### config.mk
export PLATFORM = sky130hd
export DESIGN_NAME = user_frame_parser_top
export DESIGN_NICKNAME = d
export VERILOG_FILES = /design/src/hw/rtl/ufp_pkg.sv /design/src/hw/rtl/user_frame_parser_top.sv
export SDC_FILE = /design/constraint.sdc
export NUM_CORES = 1
export LEC_CHECK = 0
export ABC_AREA = 1
export ABC_CLOCK_PERIOD_IN_PS = 5400
export BUFFER_PORTS_ARGS = -buffer_cell sky130_fd_sc_hd__clkbuf_2
export CAP_MARGIN = 5
export CORE_MARGIN = 2
export CORE_UTILIZATION = 45
export DETAILED_ROUTE_END_ITERATION = 10
export GPL_ROUTABILITY_DRIVEN = 0
export SLEW_MARGIN = 20
export SYNTH_ARGS = -nofsm -noshare
export SYNTH_HDL_FRONTEND = slang
export SYNTH_SLANG_ARGS = --single-unit
export TNS_END_PERCENT = 1
### constraint.sdc
create_clock -name aclk -period 5.4 [get_ports aclk]
set_input_delay 1.08 -clock aclk [delete_from_list [all_inputs] [get_ports aclk]]
set_output_delay 1.08 -clock aclk [all_outputs]
set_load 0.02 [all_outputs]
### src/hw/rtl/ufp_pkg.sv
package ufp_pkg;

    localparam logic [15:0] MAGIC_WORD   = 16'h02AA;
    localparam logic [16:0] HEADER_BYTES = 17'd5;
    localparam logic [15:0] POS_MAX      = 16'hFFFF;

    typedef enum logic [1:0] {
        KIND_USER     = 2'd0,
        KIND_EMPTY    = 2'd1,
        KIND_BAD_MAGIC = 2'd2,
        KIND_NO_ROOM  = 2'd3
    } kind_t;

    typedef enum logic [3:0] {
        PH_IDLE   = 4'b0001,
        PH_HEADER = 4'b0010,
        PH_BLOCK  = 4'b0100,
        PH_SKIP   = 4'b1000
    } phase_t;

    // byte index within a block header while in PH_BLOCK
    localparam logic [8:0] BLK_SCORE_HI = 9'd0;
    localparam logic [8:0] BLK_SCORE_LO = 9'd1;

    // header byte positions
    localparam logic [15:0] HDR_MAGIC_HI = 16'd0;
    localparam logic [15:0] HDR_MAGIC_LO = 16'd1;
    localparam logic [15:0] HDR_LEN_HI   = 16'd2;
    localparam logic [15:0] HDR_LEN_LO   = 16'd3;

endpackage

### src/hw/rtl/user_frame_parser_top.sv
// Channel  | Ports                                                  | Direction
// ---------+--------------------------------------------------------+----------
// input    | s_valid s_ready s_data_byte s_frame_start s_buffer_len | in
// result   | m_valid m_ready m_kind m_score m_name_size             | out
//          | m_name_offset m_record_index m_last                    |
// config   | cfg_wr_en cfg_wr_data (max_users)                      | in
//
// One byte per cycle sustained unless the result side stalls: a beat is held
// in the input register, then the parser updates its state and loads the
// result register; m_valid rises if that beat yields a result.
// A stalled result register holds a full input register and so s_ready low.
// aresetn is synchronous, active low; it idles the parser and sets max_users
// to 255.
module user_frame_parser_top
    import ufp_pkg::*;
(
    input  logic        aclk,
    input  logic        aresetn,

    input  logic        s_valid,
    output logic        s_ready,
    input  logic [7:0]  s_data_byte,
    input  logic        s_frame_start,
    input  logic [15:0] s_buffer_len,

    input  logic        cfg_wr_en,
    input  logic [7:0]  cfg_wr_data,

    output logic        m_valid,
    input  logic        m_ready,
    output logic [1:0]  m_kind,
    output logic [15:0] m_score,
    output logic [7:0]  m_name_size,
    output logic [15:0] m_name_offset,
    output logic [7:0]  m_record_index,
    output logic        m_last
);

    // config
    logic [7:0]  max_users_reg;

    // input register
    logic        in_valid_reg;
    logic [7:0]  in_byte_reg;
    logic        in_start_reg;
    logic [15:0] in_blen_reg;

    // parser state
    phase_t      phase_reg, phase_next;
    logic [15:0] byte_pos_reg, byte_pos_next;
    logic [15:0] magic_hold_reg, magic_hold_next;
    logic [15:0] payload_len_reg, payload_len_next;
    logic [7:0]  block_total_reg, block_total_next;
    logic [7:0]  blocks_done_reg, blocks_done_next;
    logic [15:0] score_hold_reg, score_hold_next;
    logic [8:0]  skip_count_reg, skip_count_next;

    // result register
    logic        out_valid_reg;
    kind_t       out_kind_reg;
    logic [15:0] out_score_reg;
    logic [7:0]  out_name_size_reg;
    logic [15:0] out_name_off_reg;
    logic [7:0]  out_index_reg;
    logic        out_last_reg;

    // result of the current beat
    logic        res_valid;
    kind_t       res_kind;
    logic [15:0] res_score;
    logic [7:0]  res_name_size;
    logic [15:0] res_name_off;
    logic [7:0]  res_index;
    logic        res_last;

    logic        advance;
    logic        fire;
    phase_t      ph_cur;
    logic [15:0] cur;
    logic [16:0] name_at;
    logic [17:0] next_block;
    logic [16:0] payload_end;
    logic        blk_last;

    assign advance = !out_valid_reg || m_ready;
    assign fire    = in_valid_reg && advance;
    assign s_ready = !in_valid_reg || advance;

    assign ph_cur      = in_start_reg ? PH_HEADER : phase_reg;
    assign cur         = in_start_reg ? 16'd0 : byte_pos_reg;
    assign name_at     = {1'b0, cur} + 17'd1;
    assign next_block  = {1'b0, name_at} + {10'd0, in_byte_reg} + 18'd1;
    assign payload_end = {1'b0, payload_len_reg} + HEADER_BYTES;
    assign blk_last    = ({1'b0, blocks_done_reg} + 9'd1 >= {1'b0, block_total_reg})
                      || (next_block >= {1'b0, payload_end})
                      || (cur == POS_MAX);

    always_comb begin
        phase_next       = ph_cur;
        byte_pos_next    = (cur == POS_MAX) ? cur : cur + 16'd1;
        magic_hold_next  = magic_hold_reg;
        payload_len_next = payload_len_reg;
        block_total_next = block_total_reg;
        blocks_done_next = blocks_done_reg;
        score_hold_next  = score_hold_reg;
        skip_count_next  = skip_count_reg;
        res_valid        = 1'b0;
        res_kind         = KIND_USER;
        res_score        = '0;
        res_name_size    = '0;
        res_name_off     = '0;
        res_index        = '0;
        res_last         = 1'b0;

        unique case (ph_cur)
            PH_IDLE: begin
                // drop stray bytes outside a frame
                byte_pos_next = byte_pos_reg;
            end
            PH_HEADER: begin
                priority if (cur == HDR_MAGIC_HI) begin
                    magic_hold_next = {in_byte_reg, 8'd0};
                end else if (cur == HDR_MAGIC_LO) begin
                    magic_hold_next = {magic_hold_reg[15:8], in_byte_reg};
                end else if (cur == HDR_LEN_HI) begin
                    payload_len_next = {in_byte_reg, 8'd0};
                end else if (cur == HDR_LEN_LO) begin
                    payload_len_next = {payload_len_reg[15:8], in_byte_reg};
                end else begin
                    block_total_next = in_byte_reg;
                    blocks_done_next = '0;
                    skip_count_next  = '0;
                    priority if (magic_hold_reg != MAGIC_WORD) begin
                        res_valid = 1'b1;
                        res_kind  = KIND_BAD_MAGIC;
                    end else if (in_byte_reg == 8'd0 || payload_len_reg == 16'd0) begin
                        res_valid = 1'b1;
                        res_kind  = KIND_EMPTY;
                    end else if (in_byte_reg > max_users_reg
                                 || payload_end > {1'b0, in_blen_reg}) begin
                        res_valid = 1'b1;
                        res_kind  = KIND_NO_ROOM;
                    end else begin
                        phase_next = PH_BLOCK;
                    end
                    if (res_valid) begin
                        res_last   = 1'b1;
                        phase_next = PH_IDLE;
                    end
                end
            end
            PH_BLOCK: begin
                priority if (skip_count_reg == BLK_SCORE_HI) begin
                    score_hold_next = {in_byte_reg, 8'd0};
                    skip_count_next = BLK_SCORE_LO;
                end else if (skip_count_reg == BLK_SCORE_LO) begin
                    score_hold_next = {score_hold_reg[15:8], in_byte_reg};
                    skip_count_next = skip_count_reg + 9'd1;
                end else begin
                    res_valid        = 1'b1;
                    res_kind         = KIND_USER;
                    res_score        = score_hold_reg;
                    res_name_size    = in_byte_reg;
                    res_name_off     = name_at[16] ? POS_MAX : name_at[15:0];
                    res_index        = blocks_done_reg;
                    res_last         = blk_last;
                    blocks_done_next = blocks_done_reg + 8'd1;
                    if (blk_last) begin
                        phase_next      = PH_IDLE;
                        skip_count_next = '0;
                    end else begin
                        // name bytes plus the null byte
                        skip_count_next = {1'b0, in_byte_reg} + 9'd1;
                        phase_next      = PH_SKIP;
                    end
                end
            end
            PH_SKIP: begin
                skip_count_next = skip_count_reg - 9'd1;
                if (skip_count_reg == 9'd1) begin
                    phase_next = PH_BLOCK;
                end
            end
            default: begin
                phase_next = PH_IDLE;
            end
        endcase
    end

    always_ff @(posedge aclk) begin
        if (!aresetn) begin
            max_users_reg <= 8'd255;
        end else if (cfg_wr_en) begin
            max_users_reg <= cfg_wr_data;
        end
    end

    always_ff @(posedge aclk) begin
        if (!aresetn) begin
            in_valid_reg <= 1'b0;
        end else if (s_ready) begin
            in_valid_reg <= s_valid;
        end
    end

    always_ff @(posedge aclk) begin
        if (s_ready && s_valid) begin
            in_byte_reg  <= s_data_byte;
            in_start_reg <= s_frame_start;
            in_blen_reg  <= s_buffer_len;
        end
    end

    always_ff @(posedge aclk) begin
        if (!aresetn) begin
            phase_reg       <= PH_IDLE;
            byte_pos_reg    <= '0;
            magic_hold_reg  <= '0;
            payload_len_reg <= '0;
            block_total_reg <= '0;
            blocks_done_reg <= '0;
            score_hold_reg  <= '0;
            skip_count_reg  <= '0;
        end else if (fire) begin
            phase_reg       <= phase_next;
            byte_pos_reg    <= byte_pos_next;
            magic_hold_reg  <= magic_hold_next;
            payload_len_reg <= payload_len_next;
            block_total_reg <= block_total_next;
            blocks_done_reg <= blocks_done_next;
            score_hold_reg  <= score_hold_next;
            skip_count_reg  <= skip_count_next;
        end
    end

    always_ff @(posedge aclk) begin
        if (!aresetn) begin
            out_valid_reg <= 1'b0;
        end else if (advance) begin
            out_valid_reg <= fire && res_valid;
        end
    end

    always_ff @(posedge aclk) begin
        if (fire && res_valid) begin
            out_kind_reg      <= res_kind;
            out_score_reg     <= res_score;
            out_name_size_reg <= res_name_size;
            out_name_off_reg  <= res_name_off;
            out_index_reg     <= res_index;
            out_last_reg      <= res_last;
        end
    end

    assign m_valid        = out_valid_reg;
    assign m_kind         = out_kind_reg;
    assign m_score        = out_score_reg;
    assign m_name_size    = out_name_size_reg;
    assign m_name_offset  = out_name_off_reg;
    assign m_record_index = out_index_reg;
    assign m_last         = out_last_reg;

    a_status_is_last: assert property (@(posedge aclk) disable iff (!aresetn)
        out_valid_reg && out_kind_reg != KIND_USER |-> out_last_reg && out_score_reg == 16'd0)
        else $error("status result without last or with nonzero score");

    a_last_idles: assert property (@(posedge aclk) disable iff (!aresetn)
        fire && res_valid && res_last |=> phase_reg == PH_IDLE)
        else $error("parser not idle after frame end");

    a_skip_nonzero: assert property (@(posedge aclk) disable iff (!aresetn)
        phase_reg == PH_SKIP |-> skip_count_reg != 9'd0)
        else $error("skip phase with zero count");

    a_blocks_bound: assert property (@(posedge aclk) disable iff (!aresetn)
        phase_reg == PH_BLOCK || phase_reg == PH_SKIP |-> blocks_done_reg < block_total_reg)
        else $error("blocks done reached block total inside a frame");

endmodule

# Yosys cells after proc, flatten, opt, wreduce, memory -nomap -nowiden
# Cells that the tools add are included.
# totals
regBits,179
latchBits,0
ramBits,0
rom_bits,0
input_bits,38
elab_cells,158
n_memories,0
# op_classes
n_addsub,10
mul,0
div_mod_pow,0
n_lt_le_gt_ge,4
n_eq_ne,16
shifts,0
muxes,64
n_bitwise,7
n_reduce_logical,33
# op_table
operator,n
2-to-1 mux 16 bit,6
2-to-1 mux 8 bit,9
2-to-1 mux 9 bit,7
2-to-1 mux 4 bit,13
"== test 16 x 2 -> 1 bit, second input constant",2
zero test 16 bit,2
one-hot mux 9 bit (3 select lines),1
2-to-1 mux 1 bit,21
adder 17 x 8 -> 18 bit,1
"adder 18 x 1 -> 18 bit, second input constant",1
"adder 8 x 1 -> 9 bit, second input constant",2
>= comparator 18 x 17 -> 1 bit,1
"adder 16 x 1 -> 17 bit, second input constant",1
"adder 16 x 3 -> 17 bit, second input constant",1
greater-than comparator 17 x 16 -> 1 bit,1
"adder 16 x 1 -> 16 bit, second input constant",1
"== test 16 x 1 -> 1 bit, second input constant",1
"== test 16 bit, second input constant",1
"inequality test 16 x 10 -> 1 bit, second input constant",1
one-hot mux 4 bit (4 select lines),1
one-hot mux 8 bit (2 select lines),1
"inequality test 2 bit, second input constant",6
AND reduction 3 bit,4
AND reduction 6 bit,2
other kinds (26),47

# Logic depth before layout (Yosys ltp)
# Gate-level depths: netlist of run 1.
# depth
word_depth,17
ltp_mapped,30

# Least setup slack after synthesis of run 1
# No wires, ideal clock.
# synth_timing
path_kind,register to register
startpoint,register in_start_reg
endpoint,register phase_reg[3]
setup_time_ns,0.132
arrival_ns,4.174
required_time_ns,5.268
setup_slack_ns,1.093
stages_incl_launch_ff,29
path_buffers,3
cell_sequence,edfxtp_1 > buf_6 > buf_6 > nor2_1 > inv_2 > nor2_1 > inv_1 > nand2_1 > inv_1 > fa_1 > nand3b_1 > and2_1 > nor3_1 > nor2_1 > nor3_2 > nand3_1 > o31ai_1 > nand2_1 > inv_1 > ha_1 > nand2_1 > or4_1 > nor3_1 > nor2_1 > nand3_1 > buf_2 > a21oi_1 > o21ai_0 > a21oi_1
# synth_between
elab_chain_cells,11
# synth_rtl
element,line_no,source
from (decl),user_frame_parser_top.sv:45,logic in_start_reg;
from (signal assigned),user_frame_parser_top.sv:209,in_start_reg <= s_frame_start;
2-to-1 mux 16 bit,user_frame_parser_top.sv:90,assign cur = in_start_reg ? 16'd0 : byte_pos_reg;
adder 16 x 1 -> 17 bit,user_frame_parser_top.sv:91,"assign name_at = {1'b0, cur} + 17'd1;"
adder 17 x 8 -> 18 bit,user_frame_parser_top.sv:92,"assign next_block = {1'b0, name_at} + {10'd0, in_byte_reg} + 18'd1;"
adder 18 x 1 -> 18 bit,user_frame_parser_top.sv:92,
>= comparator 18 x 17 -> 1 bit,user_frame_parser_top.sv:95,"|| (next_block >= {1'b0, payload_end})"
logical OR 1 bit,user_frame_parser_top.sv:95,
logical OR 1 bit,user_frame_parser_top.sv:96,|| (cur == POS_MAX);
2-to-1 mux 4 bit,user_frame_parser_top.sv:168,if (blk_last) begin
2-to-1 mux 4 bit,user_frame_parser_top.sv:156,end else if (skip_count_reg == BLK_SCORE_LO) begin
2-to-1 mux 4 bit,user_frame_parser_top.sv:153,priority if (skip_count_reg == BLK_SCORE_HI) begin
one-hot mux 4 bit (4 select lines) *,user_frame_parser_top.sv:115,unique case (ph_cur)
to (signal assigned),user_frame_parser_top.sv:225,phase_reg <= phase_next;
to (decl),user_frame_parser_top.sv:49,"phase_t phase_reg, phase_next;"
# Every way passes the cells marked *; elsewhere a longest branch is shown, timed or not.
# A chain may end at the register's enable or synchronous reset.

# Worst setup path in the final report of run 1
# layout_timing
startpoint,register in_start_reg
endpoint,register skip_count_reg[6]
# layout_between
elab_chain_cells,11
# layout_rtl
element,line_no,source
2-to-1 mux 16 bit,user_frame_parser_top.sv:90,
adder 16 x 1 -> 17 bit,user_frame_parser_top.sv:91,
adder 17 x 8 -> 18 bit,user_frame_parser_top.sv:92,
adder 18 x 1 -> 18 bit,user_frame_parser_top.sv:92,
>= comparator 18 x 17 -> 1 bit,user_frame_parser_top.sv:95,
logical OR 1 bit,user_frame_parser_top.sv:95,
logical OR 1 bit,user_frame_parser_top.sv:96,
2-to-1 mux 9 bit,user_frame_parser_top.sv:168,
2-to-1 mux 9 bit,user_frame_parser_top.sv:156,
2-to-1 mux 9 bit,user_frame_parser_top.sv:153,
one-hot mux 9 bit (3 select lines),user_frame_parser_top.sv:115,
to (signal assigned),user_frame_parser_top.sv:232,skip_count_reg <= skip_count_next;
to (decl),user_frame_parser_top.sv:56,"logic [8:0] skip_count_reg, skip_count_next;"
# Parallel ways exist; a longest one is shown, timed or not.

==> results of run 1 <==
[logic make-up after synthesis]
group	Yosys count	synth area share, %
AO/OA/AOI/OAI	276	15.2
XOR/XNOR	37	3.24
adder cells (fa/ha/maj)	67	8.45
buffers and inverters	242	9.64
flip-flops	179	43.4
AND/OR/NAND/NOR	401	20.1
[area by class of cell]
| cell class | count | area [um^2] |
|---|---|---|
| Multi-Input combinational cell | 781 | 4700 |
| Tap cell | 280 | 350 |
| Inverter | 207 | 783 |
| Clock inverter | 15 | 201 |
| Clock buffer | 17 | 425 |
| Sequential cell | 179 | 4340 |
| Fill cell | 2088 | 10500 |
| Timing Repair Buffer | 103 | 561 |
[report_power, final]
part | switching (W) | total, W | internal [W]
clock | 0.000645 | 0.00128 | 0.000639
sequential | 0.0000192 | 0.00145 | 0.00143
combinational | 0.000183 | 0.000271 | 0.0000885
total | 0.000847 | 0.00301 | 0.00216
[layout by cell type, fill, tap and decap left out, drive strengths merged, types with 3 or more instances in the layout]
cell type and instances:
xnor2 6, inv 210, o211ai 6, edfxtp 76, clkinv 12, a21oi 145
xor2 31, a31oi 5, ha 66, nand3b 4, clkbuf 107, o21a 3
a211oi 34, nor4 13, o21ai 80, nand4 26, nor3 28, dfxtp 103
nand2 146, nand3 45, buf 13, nor2 132
[metal layers]
| layer | global-route usage [%] | wire length (um) |
|---|---|---|
| met1 | 32.0 | 12400 |
| met2 | 33.6 | 11100 |
| met3 | 2.95 | 1370 |
| met4 | 5.73 | 395 |
| met5 | 0 | 0 |
[worst max-delay path, stage by stage, from the launching register on]
cell and delay [ns]:
edfxtp_1 0.57, buf_4 0.27, nor2_1 0.14, inv_2 0.09, nor2_4 0.15, nand3_1 0.11, nand2_1 0.11, inv_1 0.07
ha_1 0.34, nand2_1 0.09, inv_1 0.06, nand4_1 0.08, o211ai_1 0.14, nand2_1 0.10, a21oi_2 0.19, nand3_2 0.11
nor3_2 0.16, nand2_1 0.09, xor2_1 0.15, ha_1 0.31, nand2_1 0.08, or4_1 0.52, nor3_1 0.17, nor2_1 0.11
nand3_1 0.14, buf_4 0.20, nand3b_1 0.12, a31oi_1 0.07
[worst max-delay path by stage]
stage,startpoint,cells past startpoint,slack (ns),endpoint
2_1_floorplan,in_start_reg$_DFFE_PP_,28,1.09,phase_reg[3]$_SDFFE_PN0P_
3_5_place_dp,in_start_reg$_DFFE_PP_,28,0.56,skip_count_reg[0]$_SDFFE_PN0P_
3_3_place_gp,in_start_reg$_DFFE_PP_,28,0.66,skip_count_reg[0]$_SDFFE_PN0P_
5_1_grt,in_start_reg$_DFFE_PP_,28,0.005,skip_count_reg[0]$_SDFFE_PN0P_
4_1_cts,in_start_reg$_DFFE_PP_,28,0.54,skip_count_reg[0]$_SDFFE_PN0P_
6_report,in_start_reg$_DFFE_PP_,27,0.53,skip_count_reg[6]$_SDFFE_PN0P_
[per-stage QoR]
stage	total power (W)	cell area [um^2]
floorplan	0.00166	10000
global placement	0.00175	10700
detailed placement	0.00175	10700
CTS	0.00303	11400
global route	0.00312	11400
finish	0.00301	11400
==> flow_metrics.tcl, run 1 <==
set metrics [dict create \
    dr.pass1.iters 6 \
    worst_ep_arrival_time_ns 5.16 \
    final_cells 1582 \
    place_ws_ns 0.558 \
    core_um2 21800 \
    timing.final.ws_setup_ns 0.534 \
    place_inst 1550 \
    synthTopCellsByCount "185 x inv_1, 143 x a21oi_1, 139 x nand2_1" \
    syn-cell-area_um2 10000 \
    cts_max_path_buffers 2 \
    drt_iter0_markers 612 \
    synth_seq_cells 179 \
    rr_endpoint "skip_count_reg[6]$_SDFFE_PN0P_" \
    die_h_um 153 \
    cts_tree "done" \
    synth_edf_count 76 \
    port_buffers 90 \
    crit_required_ns 5.69 \
    drv_cap 0 \
    antenna_found_initial 0 \
    drv_slew 0 \
    rsz0062_at_grt "false" \
    r2r_slack_ns 0.53 \
    cts-buffers-inserted 17 \
    die_area_um2 23500 \
    slew_headroom_pct 35.7 \
    synth_top_cell_by_area "edfxtp_1" \
    cts.sinks 179 \
    grt_pass1_vias 7759 \
    cts_resized 0 \
    tns_ns 0 \
    overflow 0 \
    status "finished, final reports clean" \
    powerDensity_nw_per_um2 264 \
    rr_worst_depth 27 \
    finClkSkew_ns 0.0120 \
    ys_warn_count 0 \
    holdWs_ns 0.466 \
    area_delta_synth_final_pct 13.6 \
    start_util_pct 45.9 \
    yosysMostFrequentCell "inv_1" \
    max_freq_mhz 206 \
    final_util_pct 52.1 \
    setup_violations 0 \
    rows 54 \
    hold_class "reg -> reg" \
    insertion_delay_ns 0.44 \
    dp_hpwl_mm 18.5 \
    hold_depth 2 \
    crit_fanout 10 \
    wl_per_cell_um 15.9 \
    vias 8371 \
    grt_max_degree 51 \
    path_clk_slew_ns 0.08 \
    fin_crit_ns 4.87 \
    synth_nets 1307 \
    power_leakage_nw 5.07 \
    ys_types 52 \
    drive_gt1_share_pct 15.2 \
    cts_hold_buf 0 \
    min_to "score_hold_reg[3]$_SDFFE_PN0P_" \
    wl_mm 25.2 \
    grt_pass1_wl_mm 40.8 \
    cts_root_buffer "clkbuf_16" \
    drc 0 \
    grtUsageTotal_pct 21.7 \
    async_flop_share_pct 0 \
    hold_start "score_hold_reg[3]$_SDFFE_PN0P_" \
    ios 91 \
    ir_worst_vdd_mv 0.216 \
    postCtsSetupBuffers 0 \
    syn_avg_cell_area_um2 8.33 \
    reg2reg_from "in_start_reg$_DFFE_PP_" \
    ys.flop_type "dfxtp_1" \
    hold_viol_final 0 \
    endpoint_kind "register" \
    crit_type "reg -> reg" \
    nNetsFinal 1394 \
    antenna_cells 0 \
    yosysSeqAreaShare_pct 43.4 \
    viasPerCell 5.29 \
    ys_top_cells_by_area "edfxtp_1 23%, dfxtp_1 21%, ha_1 8.3%" \
    h-tree-depth 4 \
    post-route-period-util_pct 90.1 \
    worst_pin_slew_ns 0.963 \
    synthCells 1202 \
    worst_setup_path_start_kind "register" \
    die_w_um 153 \
    synth_top_area_share_pct 22.8 \
    ant_nets 0 \
]
Power figures use the tool's default switching activity.
==> run 2, diff against run 1 <==
--- a/config.mk
+++ b/config.mk
@@ -5,7 +5,7 @@
 export SDC_FILE = /design/constraint.sdc
 export NUM_CORES = 1
 export LEC_CHECK = 0
-export ABC_AREA = 1
+export ABC_AREA = 0
 export ABC_CLOCK_PERIOD_IN_PS = 5400
 export BUFFER_PORTS_ARGS = -buffer_cell sky130_fd_sc_hd__clkbuf_2
 export CAP_MARGIN = 5
==> flow_metrics.tcl, run 2 <==
set metrics [dict create \
    synth_seq_cells 179 \
    grt_pass1_vias 7521 \
    overflow 0 \
    start_util_pct 45.9 \
    nNetsFinal 1277 \
    rr_endpoint "skip_count_reg[8]$_SDFFE_PN0P_" \
    synthCells 1099 \
    die_h_um 153 \
    postCtsSetupBuffers 0 \
    dr.pass1.iters 5 \
    wl_per_cell_um 17.1 \
    status "finished, final reports clean" \
    final_common_cell "nor2_1" \
    port_buffers 90 \
    syn_avg_cell_area_um2 9.12 \
    post-route-period-util_pct 91.5 \
    grt_max_degree 57 \
    cts_root_buffer "clkbuf_16" \
    place_inst 1433 \
    drc 0 \
    cts-buffers-inserted 17 \
    setup_violations 0 \
    endpoint_kind "register" \
    finClkSkew_ns 0.0126 \
    antenna_found_initial 0 \
    yosysSeqAreaShare_pct 43.4 \
    cts.sinks 179 \
    drv_slew 0 \
    hold_viol_final 0 \
    synth_edf_count 76 \
    ys_types 81 \
    hold_depth 2 \
    final_cell_mix "114 x nor2_1, 103 x dfxtp_1, 98 x nand2_1, 95 x a21oi_1, 90 x clkbuf_2" \
    rr_worst_depth 21 \
    nFillCells 2064 \
    r2r_slack_ns 0.46 \
    power_leakage_nw 4.54 \
    h-tree-depth 4 \
    rows 54 \
    ios 91 \
    dp_hpwl_mm 18.2 \
    ys_top_cells_by_area "edfxtp_1 23%, dfxtp_1 21%, ha_1 8.2%" \
    drv_cap 0 \
    synth_top_cell_by_area "edfxtp_1" \
    hold_class "reg -> reg" \
    ir_worst_vdd_mv 0.215 \
    tns_ns 0 \
    powerDensity_nw_per_um2 264 \
    ys_warn_count 0 \
    rsz0062_at_grt "false" \
    reg2reg_from "byte_pos_reg[0]$_SDFFE_PN0P_" \
    path_clk_slew_ns 0.07 \
    cts_max_path_buffers 2 \
    yosysMostFrequentCell "nor2_1" \
    synthTopCellsByCount "115 x nor2_1, 103 x dfxtp_1, 98 x nand2_1" \
    wl_mm 25.1 \
    hold_start "score_hold_reg[6]$_SDFFE_PN0P_" \
    cts_hold_buf 0 \
    drt_iter0_markers 634 \
    crit_fanout 24 \
    core_um2 21800 \
    final_cells 1465 \
    insertion_delay_ns 0.44 \
    area_delta_synth_final_pct 13.3 \
    drive_gt1_share_pct 14.5 \
    synth_top_area_share_pct 22.8 \
    async_flop_share_pct 0 \
    crit_required_ns 5.76 \
    ant_nets 0 \
    min_to "score_hold_reg[6]$_SDFFE_PN0P_" \
    ys.flop_type "dfxtp_1" \
    worst_pin_slew_ns 0.885 \
    viasPerCell 5.54 \
    cts_tree "done" \
    grtUsageTotal_pct 21.7 \
    max_freq_mhz 202 \
    cts_resized 0 \
    antenna_cells 0 \
    worst_setup_path_start_kind "register" \
    slew_headroom_pct 41.0 \
    synth_nets 1204 \
    grt_pass1_wl_mm 40.5 \
    syn-cell-area_um2 10000 \
    worst_ep_arrival_time_ns 5.30 \
    crit_type "reg -> reg" \
    fin_crit_ns 4.94 \
    die_w_um 153 \
    vias 8112 \
    die_area_um2 23500 \
]
==> run 2: per-stage QoR <==
step / power, W / hold slack, ns / area [um^2] / util, % / setup slack (ns)
6_report: 0.00300 / 0.447 / 11400 / 52.0 / 0.460
5_1_grt: 0.00309 / 0.467 / 11400 / 52.0 / 0.108
4_1_cts: 0.00302 / 0.451 / 11400 / 52.0 / 0.440
3_5_place_dp: 0.00172 / 0.442 / 10700 / 49.2 / 0.449
3_3_place_gp: 0.00171 / 0.434 / 10700 / 49.2 / 0.554
2_1_floorplan: 0.00163 / 0.427 / 10000 / - / 0.653
==> run 2: worst max path at each step <==
stage / start / endpoint / slack (ns)
floorplan: payload_len_reg[0]$_SDFFE_PN0P_ / m_kind[0]$_SDFFCE_PP0P_ / 0.65
global placement: byte_pos_reg[0]$_SDFFE_PN0P_ / skip_count_reg[8]$_SDFFE_PN0P_ / 0.55
detailed placement: byte_pos_reg[0]$_SDFFE_PN0P_ / skip_count_reg[8]$_SDFFE_PN0P_ / 0.45
CTS: byte_pos_reg[0]$_SDFFE_PN0P_ / skip_count_reg[8]$_SDFFE_PN0P_ / 0.44
global route: byte_pos_reg[0]$_SDFFE_PN0P_ / phase_reg[3]$_SDFFE_PN0P_ / 0.11
finish: byte_pos_reg[0]$_SDFFE_PN0P_ / skip_count_reg[8]$_SDFFE_PN0P_ / 0.46
==> run 2: cell families after synthesis <==
family          count (synthesis)  synth area share (%)
xor+xnor                       54                  4.72
mux                            16                  1.65
simple gates                  422                  21.6
flops                         179                  43.4
compound gates                235                  14.9
fa+ha+maj                      68                  8.54
buf+inv                       125                  5.19
==> run 2: area by class of cell <==
type / instances / area [um^2] / area share, %
multi-input cells: 795 / 5170 / 45.5
flip-flops and latches: 179 / 4340 / 38.3
repair buffers: 112 / 616 / 5.42
clock buffers: 19 / 443 / 3.90
well taps: 280 / 350 / 3.09
inverters: 67 / 260 / 2.29
clock inverters: 13 / 169 / 1.49
==> run 2: layer usage <==
metal / share of wire, % / vias up / global-route usage, %
met1: 48 / 3781 / 31.0
met5: 0 / - / 0
met3: 5.1 / 35 / 3.01
li1: - / 4038 / -
met2: 45 / 258 / 34.3
met4: 1.7 / 0 / 6.35
==> run 2: where the power goes <==
| part | internal (W) | switching, W | total (W) |
|---|---|---|---|
| Sequential | 0.00143 | 0.0000195 | 0.00145 |
| Combinational | 0.0000817 | 0.000154 | 0.000236 |
| Clock | 0.000751 | 0.000563 | 0.00131 |
| Total | 0.00226 | 0.000737 | 0.00300 |
==> run 2: worst max-delay path: stages, from the launching register on <==
cell      delay, ns
dfxtp_1        0.33
buf_4          0.28
xnor2_1        0.11
nor2_1         0.19
inv_1          0.09
fa_1           0.43
nor2b_1        0.13
o21ai_0        0.10
a21boi_0       0.19
o21ai_0        0.14
a31oi_1        0.21
buf_4          0.17
nand4_1        0.15
o41ai_1        0.51
ha_1           0.33
inv_1          0.06
o22ai_1        0.07
a311oi_2       0.29
o211ai_4       0.13
a2111o_1       0.43
or3_1          0.39
a21oi_1        0.13
==> run 3, diff against run 2 <==
--- a/config.mk
+++ b/config.mk
@@ -9,10 +9,13 @@
 export ABC_CLOCK_PERIOD_IN_PS = 5400
 export BUFFER_PORTS_ARGS = -buffer_cell sky130_fd_sc_hd__clkbuf_2
 export CAP_MARGIN = 5
+export CELL_PAD_IN_SITES_DETAIL_PLACEMENT = 2
+export CELL_PAD_IN_SITES_GLOBAL_PLACEMENT = 2
 export CORE_MARGIN = 2
-export CORE_UTILIZATION = 45
+export CORE_UTILIZATION = 38
 export DETAILED_ROUTE_END_ITERATION = 10
 export GPL_ROUTABILITY_DRIVEN = 0
+export PLACE_DENSITY_LB_ADDON = 0.1
 export SLEW_MARGIN = 20
 export SYNTH_ARGS = -nofsm -noshare
 export SYNTH_HDL_FRONTEND = slang
==> flow_metrics.tcl, run 3 (synthesis results as in run 2) <==
set metrics [dict create \
    postCtsSetupBuffers 0 \
    grt_pass1_wl_mm 53.4 \
    final_cells 1519 \
    cts.sinks 179 \
    final_cell_mix "114 x nor2_1, 103 x dfxtp_1, 98 x nand2_1, 95 x a21oi_1, 90 x clkbuf_2" \
    max_freq_mhz 200 \
    drt_iter0_markers 439 \
    hold_depth 2 \
    start_util_pct 38.6 \
    fin_crit_ns 4.99 \
    port_buffers 90 \
    path_clk_slew_ns 0.08 \
    endpoint_kind "register" \
    r2r_slack_ns 0.41 \
    cts-buffers-inserted 17 \
    area_delta_synth_final_pct 13.6 \
    antenna_found_initial 2 \
    timing.final.ws_setup_ns 0.405 \
    grt_pass1_vias 9174 \
    die_h_um 166 \
    dpl_cell_area_um2 10800 \
    grt_max_degree 75 \
    final_common_cell "nor2_1" \
    ir_worst_vdd_mv 0.150 \
    hold_class "reg -> reg" \
    setup_violations 0 \
    cts_root_buffer "clkbuf_16" \
    post-route-period-util_pct 92.5 \
    cts_hold_buf 0 \
    dr.pass1.iters 5 \
    dp_hpwl_mm 24.1 \
    reg2reg_from "byte_pos_reg[1]$_SDFFE_PN0P_" \
    vias 8447 \
    rsz0062_at_grt "false" \
    core_um2 26000 \
    viasPerCell 5.56 \
    rr_worst_depth 18 \
    worst_pin_slew_ns 1.05 \
    ant_nets 0 \
    worst_setup_path_start_kind "register" \
    overflow 0 \
    h-tree-depth 4 \
    hold_viol_final 0 \
    tns_ns 0 \
    crit_fanout 8 \
    drv_slew 0 \
    cts_tree "done" \
    drv_cap 0 \
    rows 59 \
    place_inst 1486 \
    insertion_delay_ns 0.44 \
    crit_type "reg -> reg" \
    slew_headroom_pct 29.5 \
    ios 91 \
    worst_ep_arrival_time_ns 5.37 \
    crit_required_ns 5.77 \
    powerDensity_nw_per_um2 260 \
    rr_endpoint "skip_count_reg[8]$_SDFFE_PN0P_" \
    final_cell_area_um2 11400 \
    hold_start "score_hold_reg[5]$_SDFFE_PN0P_" \
    drive_gt1_share_pct 14.5 \
    die_w_um 166 \
    cts_resized 0 \
    place_ws_ns 0.428 \
    total_power_w 0.00297 \
    wl_mm 33.5 \
    nNetsFinal 1275 \
    finClkSkew_ns 0.0124 \
    drc 0 \
    status "finished, final reports clean" \
    cts_max_path_buffers 2 \
    die_area_um2 27700 \
    grtUsageTotal_pct 24.6 \
    power_leakage_nw 4.51 \
    min_to "score_hold_reg[5]$_SDFFE_PN0P_" \
    wl_per_cell_um 22.1 \
]
==> run 3: where the power goes <==
part	total (W)	switching [W]	internal, W
logic	0.000260	0.000177	0.0000834
registers	0.00145	0.0000179	0.00143
clock network	0.00126	0.000604	0.000654
==> run 3: worst max-delay path by stage <==
| stage | from | to | slack, ns | cells after the start |
|---|---|---|---|---|
| final | byte_pos_reg[1]$_SDFFE_PN0P_ | skip_count_reg[8]$_SDFFE_PN0P_ | 0.41 | 18 |
| after detailed placement | byte_pos_reg[1]$_SDFFE_PN0P_ | skip_count_reg[8]$_SDFFE_PN0P_ | 0.43 | 18 |
| after CTS | byte_pos_reg[1]$_SDFFE_PN0P_ | skip_count_reg[8]$_SDFFE_PN0P_ | 0.40 | 18 |
| after global placement | byte_pos_reg[1]$_SDFFE_PN0P_ | skip_count_reg[8]$_SDFFE_PN0P_ | 0.67 | 18 |
| after global routing | byte_pos_reg[1]$_SDFFE_PN0P_ | skip_count_reg[8]$_SDFFE_PN0P_ | 0.07 | 20 |
| after floorplan | payload_len_reg[0]$_SDFFE_PN0P_ | m_kind[0]$_SDFFCE_PP0P_ | 0.65 | 13 |
==> run 3: metrics by stage <==
step | hold slack [ns] | utilization [%]
finish | 0.455 | 43.8
global placement | 0.437 | 41.6
floorplan | 0.427 | -
CTS | 0.458 | 43.8
detailed placement | 0.446 | 41.6
global route | 0.483 | 43.8
==> run 3: per-layer routing <==
| metal | vias to the layer above | GRT usage [%] | wire (um) |
|---|---|---|---|
| met4 | 2 | 6.48 | 563 |
| met2 | 135 | 42.4 | 16300 |
| met5 | - | 0 | 10 |
| li1 | 4026 | - | - |
| met3 | 34 | 3.29 | 1010 |
| met1 | 4250 | 32.6 | 15600 |
==> run 3: final cells by class <==
cell class / instances / area [um^2]
clock buffers: 18 / 429
well taps: 335 / 419
fillers: 2871 / 14600
inverters: 67 / 260
diodes: 1 / 2.50
flip-flops and latches: 179 / 4340
clock inverters: 14 / 144
repair buffers: 110 / 613
multi-input cells: 795 / 5170
==> run 3: worst max-delay path: stages (launching register included) <==
cell      delay [ns]
dfxtp_1         0.46
and4_1          0.39
nand3_4         0.17
nor3b_1         0.32
xnor2_1         0.16
nor2_1          0.07
ha_1            0.23
nor2_1          0.33
a21oi_1         0.13
maj3_1          0.39
mux2_4          0.32
ha_1            0.32
a21oi_1         0.14
o21ai_0         0.10
a21oi_1         0.12
o21ai_0         0.23
a2111o_1        0.53
or3_1           0.40
a21oi_1         0.12
